**src/rtl/fixed_point_radix2_fft_defines.svh**
```systemverilog
// Assertion helpers for the FFT core.
`ifndef FIXED_POINT_RADIX2_FFT_DEFINES_SVH
`define FIXED_POINT_RADIX2_FFT_DEFINES_SVH

// Check a condition at every clock edge outside reset.
`define FXFFT_ASSERT_ALWAYS(lbl, cond, msg) \
  lbl: assert property (@(posedge clk) disable iff (!rst_n) (cond)) \
    else $error(msg);

// Check that a condition holds in the cycle after a trigger.
`define FXFFT_ASSERT_NEXT(lbl, ante, cons, msg) \
  lbl: assert property (@(posedge clk) disable iff (!rst_n) (ante) |=> (cons)) \
    else $error(msg);

`endif

```
**src/rtl/fxfft_ram.sv**
```systemverilog
module fxfft_ram #(
  parameter int WIDTH = 32,
  parameter int DEPTH = 32,
  localparam int AW = (DEPTH > 1) ? $clog2(DEPTH) : 1
) (
  input  logic             clk,
  input  logic             we,
  input  logic [AW-1:0]    waddr,
  input  logic [WIDTH-1:0] wdata,
  input  logic [AW-1:0]    raddr,
  output logic [WIDTH-1:0] rdata
);

  logic [WIDTH-1:0] mem_r [DEPTH];
  logic [WIDTH-1:0] rdata_r;

  always_ff @(posedge clk) begin
    if (we) begin
      mem_r[waddr] <= wdata;
    end
    rdata_r <= mem_r[raddr];
  end

  assign rdata = rdata_r;

endmodule

```
**config.mk**
```make
export PLATFORM = sky130hd
export DESIGN_NAME = fxfft_ram
export DESIGN_NICKNAME = d
export VERILOG_FILES = /design/src/rtl/fixed_point_radix2_fft_defines.svh /design/src/rtl/fxfft_ram.sv
export SDC_FILE = /design/constraint.sdc
export NUM_CORES = 1
export LEC_CHECK = 0
export BUFFER_PORTS_ARGS = -buffer_cell sky130_fd_sc_hd__clkbuf_2
export CELL_PAD_IN_SITES_DETAIL_PLACEMENT = 1
export CELL_PAD_IN_SITES_GLOBAL_PLACEMENT = 2
export CORE_ASPECT_RATIO = 0.7
export CORE_UTILIZATION = 43
export DETAILED_ROUTE_END_ITERATION = 16
export PLACE_DENSITY_LB_ADDON = 0.1
export SETUP_SLACK_MARGIN = 0.02
export SLEW_MARGIN = 0
export SYNTH_ARGS = -nofsm -noshare
export SYNTH_HDL_FRONTEND = slang
export SYNTH_SLANG_ARGS = --single-unit
```
**constraint.sdc**
```tcl
create_clock -name clk -period 2.5 [get_ports clk]
set_input_delay 0 -clock clk [delete_from_list [all_inputs] [get_ports clk]]
set_output_delay 0 -clock clk [all_outputs]
set_load 0.01 [all_outputs]
```
==> results of run 1 <==
## cell type report
cell class,count,area (µm²)
repair buffers,228,2280
diodes,1,2.502
fillers,8509,45340
flip-flops and latches,1056,31390
well taps,1235,1545
clock inverters,45,523.0
multi-input cells,1077,8610
clock buffers,149,2934
## state kept, by name, indices dropped and copies added, names as in the netlist
register and flops:
mem_r 1024, rdata 32
## logic make-up (layout without fill, tap and decap cells)
family	after synthesis	in the layout	synth area share
flops	1056	1056	0.7753
simple gates	277	277	0.03100
mux	512	512	0.1266
buf+inv	127	422	0.01860
other cells	0	1	0
compound gates	288	288	0.04846
## power breakdown
group | switching, mW | internal, mW | total [mW]
combinational | 1.35 | 0.705 | 2.06
clock | 6.64 | 9.29 | 15.9
sequential | 0.114 | 19.7 | 19.8
total | 8.11 | 29.7 | 37.8
## worst max-delay path, cell delays in order
cell,delay (ns)
sky130_fd_sc_hd__dlygate4sd3_1,0.54
sky130_fd_sc_hd__clkbuf_2,0.15
sky130_fd_sc_hd__and2b_4,0.54
sky130_fd_sc_hd__buf_4,0.30
sky130_fd_sc_hd__a22o_1,0.15
sky130_fd_sc_hd__nor3_1,0.06
sky130_fd_sc_hd__a31oi_1,0.14
sky130_fd_sc_hd__nand3_1,0.08
sky130_fd_sc_hd__dlygate4sd3_1,0.55
## path summary, 6_finish.rpt
kind | startpoint | end | slack, ns | cells after the start
max | raddr[2] | rdata[9]$_DFF_P_ | 0.57 | 9
min | wdata[16] | mem_r[1][16]$_DFFE_PP_ | 0.02 | 1
max reg2reg | mem_r[7][9]$_DFFE_PP_ | rdata[9]$_DFF_P_ | 0.82 | 6
min reg2reg | mem_r[26][2]$_DFFE_PP_ | rdata[2]$_DFF_P_ | 0.60 | 4
## synth_stat cells, drive strengths merged
master,count
a22o,64
dfxtp,32
buf,79
nand3b,5
and2b,1
nand2,98
edfxtp,1024
nor2b,1
nand2b,2
a21oi,96
or2,1
a22oi,96
mux2i,512
or3,1
nor2,34
clkbuf,48
and2,1
a31oi,32
nand3,98
nor3,32
or3b,3
## routing by layer
| layer | part of all wire | GRT usage | vias up | wire length [µm] |
|---|---|---|---|---|
| met1 | 0.48 | 0.3749 | 11730 | 55920 |
| met2 | 0.44 | 0.3680 | 655 | 51410 |
| met4 | 0.015 | 0.04610 | 0 | 1777 |
| met5 | 0 | 0 | - | 0 |
| met3 | 0.063 | 0.04848 | 129 | 7324 |
| li1 | - | - | 9408 | - |
## metrics by stage
| step | instance area [µm²] | hold slack (ns) |
|---|---|---|
| 6_report | 47280 | 0.02121 |
| 5_1_grt | 47280 | 0.02691 |
| 4_1_cts | 47280 | 0.006410 |
| 3_5_place_dp | 43490 | 0.3964 |
| 3_3_place_gp | 43490 | 0.3968 |
| 2_1_floorplan | 40490 | 0.09887 |
==> impl_summary.md, run 1 <==
Outcome
The flow ran to the end, and the final reports show no timing, DRC or antenna violations.

STA
The pin slew with the least headroom to its limit is about 0.76 ns. The worst path in the final design needs a cycle of 1.934 ns, including I/O delays and setup. In the post-route analysis, the smallest setup slack over all paths is 0.5655 ns.

The number of endpoints with negative hold slack in the final report is 0. The number of setup violations in the final report is 0. On the final layout, the worst clock skew is 0.02193 ns. For the final routed database, the setup TNS stands at 0 ns. Setup repair after global routing left no endpoint under its margin. Static timing analysis puts the maximum clock frequency at 516.9 MHz.

The max-slew headroom at the worst pin is 0.4889. Dividing the final minimum period by the clock period gives 0.7738. The total count of max-transition violations in the final report is 0.

CTS
Post-CTS timing repair inserted 0 buffers for setup. The sink count of the clock tree is 1,056. Clock tree synthesis inserted a total of 102 buffers. Clock-pin slew was measured on the worst setup and hold paths at 0.07 ns. At the later pin of the worst-skew pair, clock insertion delay measures 0.70 ns.

TritonCTS built the clock tree. After clock tree synthesis, the repair step resized 0 gates. The H-tree was split into 3 levels.

The root buffer cell is sky130_fd_sc_hd__clkbuf_16. The post-cts hold buffer count is 33. In this run the deepest clock path goes through 3 buffers.

Finish
The synthesis-to-finish area growth is 16.79%. The net count of the finished layout is 2,509. The filler-free cell count of the finished design is 3,791. The library cells used most frequently in the layout, excluding fill and tap cells, are sky130_fd_sc_hd__edfxtp_1 (1,024), sky130_fd_sc_hd__mux2i_1 (512), sky130_fd_sc_hd__clkbuf_16 (106). The library cell used most frequently in the layout, excluding fill and tap cells, is sky130_fd_sc_hd__edfxtp_1. The share of layout cells above drive strength 1 is 0.1546.

The utilization after layout is 0.5105.

Placement
The congestion estimate from routability-driven global placement came to approximately 0.76. The quantity of I/O buffers inserted on ports is 75. After legalization and detailed placement, the total HPWL measured 65,060 µm. The setup slack at placement is 0.4960 ns. The placed cell count is 3,563.

Drt
The count of TritonRoute iterations in the first routing pass is 5. The number of DRC markers in iteration 0 is 2,236. The count of nets left with antenna violations once routing finished came out at 0. After detailed routing, the number of remaining DRC violations is 0. Wires add up to 116,400 µm.

The via count is 21,920. The routed wire length per instance is 30.71 µm. After detailed routing, the number of vias per cell comes to 5.782.

Flow run
Max-cap violations in this run came to 0.

Synth
The proportion of synthesized chip area in sequential cells is 0.7754. The number of synthesized register bits is around 1,100. The count of cell types in the netlist is 25.

In the post-synthesis netlist, the biggest area contributors are sky130_fd_sc_hd__edfxtp_1 (76%), sky130_fd_sc_hd__mux2i_1 (13%), sky130_fd_sc_hd__a22oi_1 (1.8%), sky130_fd_sc_hd__dfxtp_1 (1.6%), sky130_fd_sc_hd__a22o_1 (1.4%). Summed over all instances, the cell type with the most area after synthesis is sky130_fd_sc_hd__edfxtp_1. The share of synthesized area in the top cell type comes to 0.7595. In the synthesized netlist, the number of instances is 2,260. The number of nets in the synthesized netlist is 2,304.

The Yosys step of the flow raised 0 warnings. The mapped cell area is approximately 0.040 mm². Averaged over all synthesized cells, the footprint is 17.91 µm².

Floorplanning
The floorplan row count is just over 90. between 70 and 80 I/O pins were placed. The width of the die is 368.7 µm. For this configuration, the core starts out at a cell density of 0.4371.

The floorplan step set the die height to 258.7 µm. The area of the die is 0.09540 mm². The region available for standard cell placement spans 0.09262 mm².

Power and ir drop
The post-layout total power is 37.79 mW. In this run the static leakage power is 16.53 nW. The total power density per cell area is 799.1 mW/mm². IR analysis of the VDD net gives a maximum drop of 623.2 µV.

Setup path
The critical path in this run is classified as input pin to flop. The endpoint kind of the worst setup timing path is a flop. The largest driver fanout on the critical path is 17. Data on the critical path arrives at its endpoint at 2.52 ns.

The kind of launch point of the worst setup path is an input pin. For the worst setup path, the data required time is 3.09 ns.

Global routing
The via count of the first global-routing pass is 22,510. The first global-routing pass estimated 165,800 µm of wire. The pin count of the biggest net entering global routing is 61. The sum of overflow across all layers after global routing is 0. The overall track demand over capacity in global routing is 0.2459.

The number of antenna violations at the first check in global routing is 2.

Min path
The classification of the worst-slack hold path is input pin to flop.
Power figures use the tool's default switching activity.
==> run 2, diff against run 1 <==
CORE_UTILIZATION = 48   (was 43)
clock period = 1.9 ns   (was 2.5 ns; I/O delays follow)
==> impl_summary.md, run 2 (synthesis results as in run 1) <==
Finish
In the final layout, flip-flops and latches occupy 0.03139 mm². The leading cell type in the layout, fill and taps excluded is sky130_fd_sc_hd__edfxtp_1. From synthesis to final layout, the design area changed by 16.67%.

Of the cells placed in the final design, the portion with a size suffix greater than 1 is 0.1581. The layout filler cell count is 7,354. The layout net count is 2,526. The combined area of the multi-input logic cells is around 0.0086 mm². The utilization after layout is 0.5697. The top register by number of flip-flops is mem_r.

The filler-free cell count of the finished design is ~3,700. Leaving out fill and tap cells, the most frequent cells in the layout are sky130_fd_sc_hd__edfxtp_1 (1,024), sky130_fd_sc_hd__mux2i_1 (512), sky130_fd_sc_hd__clkbuf_16 (103). The flip-flop count of the largest register, all copies and words added is a little over 1,000.

Once layout is done, the placed cells without fillers occupy 0.04723 mm².

Drt
The routed wire length per instance is 29.90 µm. In the routed design, unresolved DRC markers number 0. For this run, the detailed router's first-pass iteration total came to 5. The detail route stage leaves a number of antenna-violating nets equal to 0. After detailed routing, the number of vias per cell comes to 5.916.

The routed design has around 110,000 µm of wire. The via count is between 20,000 and 25,000. The number of DRC markers in iteration 0 is 2,073.

Outcome
The run finished with clean final reports.

CTS
The root buffer cell is sky130_fd_sc_hd__clkbuf_16. The total setup buffers inserted after CTS is 0. The longest clock path from root to sink contains 3 buffers. The clock transition at the register clock pins on the worst setup and hold paths after CTS is 0.06 ns. TritonCTS built the clock tree. The clock insertion delay at the later pin of the skew report is 0.67 ns. The TritonCTS buffer count is 99. CTS saw 1,056 sinks. The H-tree generated during clock tree synthesis spans 3 levels.

Setup path
Along the worst path, the maximum fanout reaches 1. The endpoint kind of the worst setup timing path is a flop. STA puts the critical path data arrival time at approximately 2.1 ns. The category of the critical setup timing path is flop to flop. The startpoint of the lowest-slack register-to-register path is mem_r[1][28]$_DFFE_PP_.

The critical path contains buffers and inverters numbering 0 combined. The critical path runs through a total of 5 cells. The worst setup path startpoint is mem_r[1][28]$_DFFE_PP_. On the worst path, the slowest cell contributes a delay of about 0.49 ns.

The family of cells with the greatest summed delay on the critical path is simple AND/OR/NAND/NOR gates. The worst-case register-to-register setup slack is 0.38 ns. In this run the critical register-to-register path is captured at rdata[28]$_DFF_P_. The data required time of the worst path is 2.51 ns. The critical path goes through mux2i_1 -> a22o_1 -> nor3_1 -> a31oi_1 -> nand3_1. The kind of launch point of the worst setup path is a flop.

The critical path's slowest cell is sky130_fd_sc_hd__nor3_1. The cell count of the worst reg-to-reg path is 5.

STA
The pin slew with the least headroom to its limit is 0.7275 ns. The total count of max-transition violations in the final report is 0. The maximum frequency from static timing analysis is 657.9 MHz. Across all hold checks on the routed design, the worst slack comes to 0.03717 ns. Setup repair after global routing left no endpoint under its margin. The share of the cycle needed by the critical path after routing is 0.7999. The worst path setup slack after routing is 0.3801 ns. The total negative slack for setup checks is 0 ns. The max-slew headroom at the worst pin is 0.5150. Setup violations remaining at the end of the flow were counted as 0.

The clock arrives with 0.03017 ns of skew. The number of endpoints with negative hold slack in the final report is 0. The post-layout minimum cycle time is 1.520 ns.

Min path
The launch point of the worst hold path is wdata[17]. For hold timing, the worst endpoint is mem_r[27][17]$_DFFE_PP_. The path class of the tightest hold or removal check is input pin to flop. Counting instances, the worst hold path has a depth of 1.

Power and ir drop
In this run the power spent charging and discharging nets is 10.31 mW. The switching share of total power is 0.2125. The share of total power dissipated in sequential elements is 0.537. Of the total power, the clock network draws 0.406. Of the total power, combinational logic draws 0.057.

The cell internal power dissipation is 38.20 mW. IR analysis of the VDD net gives a maximum drop of 872.7 µV. The total power density per cell area is 1027 mW/mm².

The static leakage power is 16.57 nW. The design draws around 49 mW.

Floorplanning
The width of the die is 349.1 µm. The die height is 245.0 µm. The initial utilization of the core area, before any placement, comes to 0.4883. The core region is 0.08291 mm². After floorplanning, the core was divided into 88 placement rows. The number of I/O pins is 76.

The area of the die is 0.08553 mm².

Placement
The setup slack at placement is 0.1031 ns. The placed cell count is 3,488. During placement, the flow inserted port buffers numbering between 70 and 80. The instance area after placement is 0.04387 mm². After legalization and detailed placement, the total HPWL measured 63,600 µm. The final weighted congestion in routability-driven placement is 0.7614.

Global routing
The overall track demand over capacity in global routing is 0.2606. The sum of overflow across all layers after global routing is 0. The number of antenna violations at the first check in global routing is 5. The pin count of the biggest net entering global routing is 36. The first global-routing pass estimated roughly 160,000 µm of wire.

The via count of the first global-routing pass is 22,660.

Flow run
Max-cap violations in this run came to 0.
## run 2: changes by cell type in the layout (fill, tap and decap cells not counted)
cell / delta
sky130_fd_sc_hd__buf_12: +20
sky130_fd_sc_hd__buf_4: +15
sky130_fd_sc_hd__dlygate4sd3_1: -15
sky130_fd_sc_hd__clkinv_1: +11
sky130_fd_sc_hd__clkbuf_8: -7
sky130_fd_sc_hd__clkinv_2: -7
sky130_fd_sc_hd__clkbuf_16: -3
sky130_fd_sc_hd__clkinvlp_4: -3
sky130_fd_sc_hd__bufinv_16: -2
sky130_fd_sc_hd__diode_2: +2
sky130_fd_sc_hd__clkinv_4: -1
sky130_fd_sc_hd__clkinv_8: -1
sky130_fd_sc_hd__inv_6: -1
## run 2: worst reg2reg max path, cell delays in order (launching register included)
cell,delay [ns]
sky130_fd_sc_hd__edfxtp_1,0.33
sky130_fd_sc_hd__mux2i_1,0.07
sky130_fd_sc_hd__a22o_1,0.23
sky130_fd_sc_hd__nor3_1,0.49
sky130_fd_sc_hd__a31oi_1,0.20
sky130_fd_sc_hd__nand3_1,0.15
## run 2: layout make-up
class	count	area share
clock inverter	41	0.008742
tap	1125	0.02980
clock buffer	139	0.05849
antenna	3	0.0001589
sequential	1056	0.6646
timing repair buffer	248	0.05595
multi-input combinational	1077	0.1823
## run 2: worst max path at each step
stage | slack, ns | endpoint
floorplan | -0.43 | mem_r[18][0]$_DFFE_PP_
global placement | 0.12 | rdata[30]$_DFF_P_
detailed placement | 0.10 | rdata[30]$_DFF_P_
CTS | 0.45 | rdata[30]$_DFF_P_
global route | 0.34 | rdata[30]$_DFF_P_
finish | 0.38 | rdata[28]$_DFF_P_
## run 2: what timing repair did
| item | in CTS | in global routing |
|---|---|---|
| endpoints found under the setup margin | 0 | 0 |
| gates resized for setup | 0 | 0 |
| hold endpoints to repair | 547 | 0 |
| hold buffers | 18 | 0 |
## run 2: per-layer routing
layer | part of all wire | track usage
met5 | 0 | 0
met4 | 0.020 | 0.05973
met3 | 0.056 | 0.04047
met2 | 0.46 | 0.4035
met1 | 0.47 | 0.3896
## run 2: power by group through the flow
stage                     Combinational, mW  Clock [mW]  Sequential [mW]
after floorplan                        1.34           0             26.5
after global placement                 2.66           0             26.5
after detailed placement               2.71           0             26.6
after CTS                              2.76        20.1             26.1
after global routing                   2.93        20.8             26.1
final                                  2.75        19.7             26.1
==> run 3, diff against run 2 <==
ABC_AREA = 1   (was unset)
CORE_UTILIZATION = 39   (was 48)
clock period = 1.35 ns   (was 1.9 ns; I/O delays follow)
==> impl_summary.md, run 3 <==
Outcome
The flow ran to the end, and the final reports show no timing, DRC or antenna violations.

Setup path
In this run the worst path has a maximum fanout of 34. The category of the critical setup timing path is input pin to flop. The slowest stage of the critical path is the sky130_fd_sc_hd__dlygate4sd3_1 cell. The largest incremental delay on the critical path is 0.57 ns. The kind of launch point of the worst setup path is an input pin. In this design, the critical path's most frequently occurring cell is sky130_fd_sc_hd__nand2_1.

Traced cell by cell, the critical path runs through dlygate4sd3_1 -> buf_8 -> inv_12 -> buf_16 -> nand3_1 -> nand3_1 -> nand2_1 -> nand2_1 -> nand2_1 -> nand2_1 -> nand2_1. The endpoint kind of the worst setup timing path is a flop. At the worst endpoint, the required time is 1.95 ns. Data arrives at the worst endpoint at 1.90 ns.

Drt
The via count is 28,640. The count of unresolved DRC violations after routing is 0. The routed design has 138,900 µm of wire.

In this run the remaining antenna-violating nets after routing total 0. In the routed layout, each cell is associated on average with a via count of 5.376. The first routing iteration left 2,187 violations.

The count of TritonRoute iterations in the first routing pass is 5. The routed wire length per instance is 26.08 µm.

Min path
In this run the worst hold path is classified as input pin to flop.

STA
On the final layout, the worst clock skew is 0.02084 ns. The pin slew with the least headroom to its limit is 0.6869 ns. Timing would allow up to roughly 770 MHz. Headroom to the max-slew limit came out at 0.5421. The post-layout minimum cycle time is 1.307 ns. The number of endpoints with negative hold slack in the final report is 0. The share of the cycle needed by the critical path after routing is 0.9681. Setup repair after global routing could not meet its margin everywhere. Setup violations remaining at the end of the flow were counted as 0. The total count of max-transition violations in the final report came to 0. Hold timing on the final database bottoms out at a slack of between 0.015 and 0.02 ns.

Finish
The synthesis-to-finish area growth is 20.11%. Ranked by flip-flop count, first place goes to mem_r. After the last flow step, the layout net total stands at 3,852. In the final layout, the share of cells above drive strength 1 is 0.1454. The flip-flop count of the largest register, all copies and words added is ~1,000.

The layout has 11,090 filler cells. Leaving out fill and tap cells, the most frequent cells in the layout are sky130_fd_sc_hd__nand2_1 (1,439), sky130_fd_sc_hd__edfxtp_1 (1,024), sky130_fd_sc_hd__nand3_1 (776). The library cell used most frequently in the layout, excluding fill and tap cells, is sky130_fd_sc_hd__nand2_1.

Global routing
Entering global routing, the biggest net connects a little under 50 pins. After global routing, the most crowded layer is met2. The via count of the first global-routing pass was 29,550. The global-route track usage on met1 is 0.3631. In the global route stage, met3 resource usage came out at 0.04676. The number of antenna violations at the first check in global routing is 7. The met2 track demand over resource in global routing is 0.4008.

In the global route stage, overall resource usage came out at 0.2536. The sum of overflow across all layers after global routing is 0. The global-route wire length before repair is 202,800 µm.

CTS
In this run the clock root is driven by a sky130_fd_sc_hd__clkbuf_16. The TritonCTS buffer count is approximately 110. The sink count of the clock tree is 1,056. The clock reaches the later pin of the worst-skew pair after 0.72 ns. The clock transition at the register clock pins on the worst setup and hold paths after CTS is approximately 0.060 ns. The H-tree was split into 3 levels. Post-CTS timing repair inserted 0 buffers for setup. The largest buffer count on any clock path is 3. The CTS tree is yes.

Power and ir drop
The total power density per cell area is around 1400 mW/mm². The maximum VDD drop is about 1100 µV. In this run the static leakage power is 18.89 nW. The post-layout total power is 73.16 mW.

Floorplanning
The initial utilization of the core area, before any placement, comes to 0.3964. The area of the die is 0.1101 mm². The width of the die is ~400 µm. The number of I/O pins is 76.

The floorplan row count is 100. The region available for standard cell placement spans 0.1070 mm². The die height is about 280 µm.

Synth
For this run, asynchronously set or reset flops after synthesis account for 0. After technology mapping, the gate count stands at between 3,000 and 4,000. By count the netlist is led by sky130_fd_sc_hd__nand2_1 (1,440), sky130_fd_sc_hd__edfxtp_1 (1,024), sky130_fd_sc_hd__nand3_1 (780), sky130_fd_sc_hd__buf_2 (83), sky130_fd_sc_hd__buf_6 (66).

The number of synthesized register bits is 1,056. Synthesis produced a netlist with a net count of ~3,600. The proportion of synthesized chip area in sequential cells is 0.7402. The mapped cell area is between 0.04 and 0.05 mm². Counting flops with a built-in enable in the synthesized netlist gives 1,024. For this run, the number of Yosys warnings is 0. A synthesized cell averages 11.99 µm². The cell accounting for the most synthesized area is sky130_fd_sc_hd__edfxtp_1.

After synthesis, the cell types taking the most area are sky130_fd_sc_hd__edfxtp_1 (73%), sky130_fd_sc_hd__nand2_1 (13%), sky130_fd_sc_hd__nand3_1 (9.2%), sky130_fd_sc_hd__buf_6 (1.8%), sky130_fd_sc_hd__dfxtp_1 (1.5%). The proportion of netlist area held by the largest area contributor is 0.7251. The cell with the most instances after synthesis is sky130_fd_sc_hd__nand2_1. For this run, the leading register cell type out of synthesis is sky130_fd_sc_hd__edfxtp_1. Counting distinct cell types in the post-synthesis netlist gives 14.

Placement
Once detailed placement completed, the half-perimeter wirelength came to 82,690 µm. The congestion estimate from routability-driven global placement came to 0.7763. During placement, the flow inserted port buffers numbering 75.

Flow run
The number of max-capacitance violations reported is 0.
run 3: cell count changes in the layout (fill, tap and decap cells not counted), moves of 17 or more:
| cell | delta |
|---|---|
| sky130_fd_sc_hd__a31oi_1 | -32 |
| sky130_fd_sc_hd__a21oi_1 | -96 |
| sky130_fd_sc_hd__buf_4 | +81 |
| sky130_fd_sc_hd__nand3_1 | +678 |
| sky130_fd_sc_hd__nor3_1 | -32 |
| sky130_fd_sc_hd__a22oi_1 | -96 |
| sky130_fd_sc_hd__buf_12 | +36 |
| sky130_fd_sc_hd__dlygate4sd3_1 | +17 |
| sky130_fd_sc_hd__mux2i_1 | -512 |
| sky130_fd_sc_hd__nand2_1 | +1342 |
| sky130_fd_sc_hd__a22o_1 | -64 |
run 3: power by group:
group          total [mW]  internal, mW  switching (mW)
clock                31.3          18.4            12.9
sequential           36.7          36.4           0.262
combinational        5.17          1.69            3.48
run 3: logic make-up (layout without fill, tap and decap cells):
kind of cell | count (synthesis) | count (layout) | share of synthesized area
and+or+nand+nor | 2252 | 2252 | 0.2224
DFF | 1056 | 1056 | 0.7402
buffers and inverters | 228 | 591 | 0.03741
other | 0 | 1 | 0
run 3: repair_timing:
action | CTS | global route
pin swaps | 0 | 0
hold endpoints to repair | 971 | 0
setup endpoints to repair | 15 | 9
hold buffers | 35 | 0
gates cloned | 0 | 1
gates resized for setup | 30 | 12
run 3: per-layer routing:
metal	wire length [µm]	up-vias
met5	43	-
met4	3020	8
met3	7426	194
met2	63790	716
met1	64660	14820
li1	-	12910
run 3: critical path, delay by kind of cell:
kind                   cells  cell delay (ns)
buffers and inverters      4             1.15
and+or+nand+nor            7             0.71
run 3: through the flow:
step                      utilization  cells  setup slack (ns)  cell area [µm²]   TNS (ns)
after floorplan                     -   3536          -0.03538            42690     -20.90
after global placement         0.4373   5092           -0.2389            46780     -18.25
after detailed placement       0.4373   5092           -0.1774            46780     -31.03
after CTS                      0.4755   5326         -0.009198            50870  -0.009198
after global routing           0.4761   5327           0.02001            50930          0
final                          0.4761   5328           0.04313            50930          0
run 3: final timing paths:
path	from	end	slack, ns	cells past startpoint
setup reg to reg	mem_r[8][23]$_DFFE_PP_	rdata[23]$_DFF_P_	0.13	8
hold reg to reg	mem_r[10][20]$_DFFE_PP_	rdata[20]$_DFF_P_	0.76	8
hold / removal	wdata[10]	mem_r[28][10]$_DFFE_PP_	0.02	1
setup / recovery	raddr[1]	rdata[5]$_DFF_P_	0.04	11
run 3: final cells by class:
cell class                      instances  area [µm²]  share of cell area
Multi-Input combinational cell       2252        9714              0.1907
Inverter                               10       72.57            0.001425
Clock buffer                          146        2965             0.05822
Clock inverter                         53       699.4             0.01373
Tap cell                             1428        1787             0.03508
Antenna cell                            1       2.502          0.00004913
Timing Repair Buffer                  382        4259             0.08362
Sequential cell                      1056       31430              0.6172
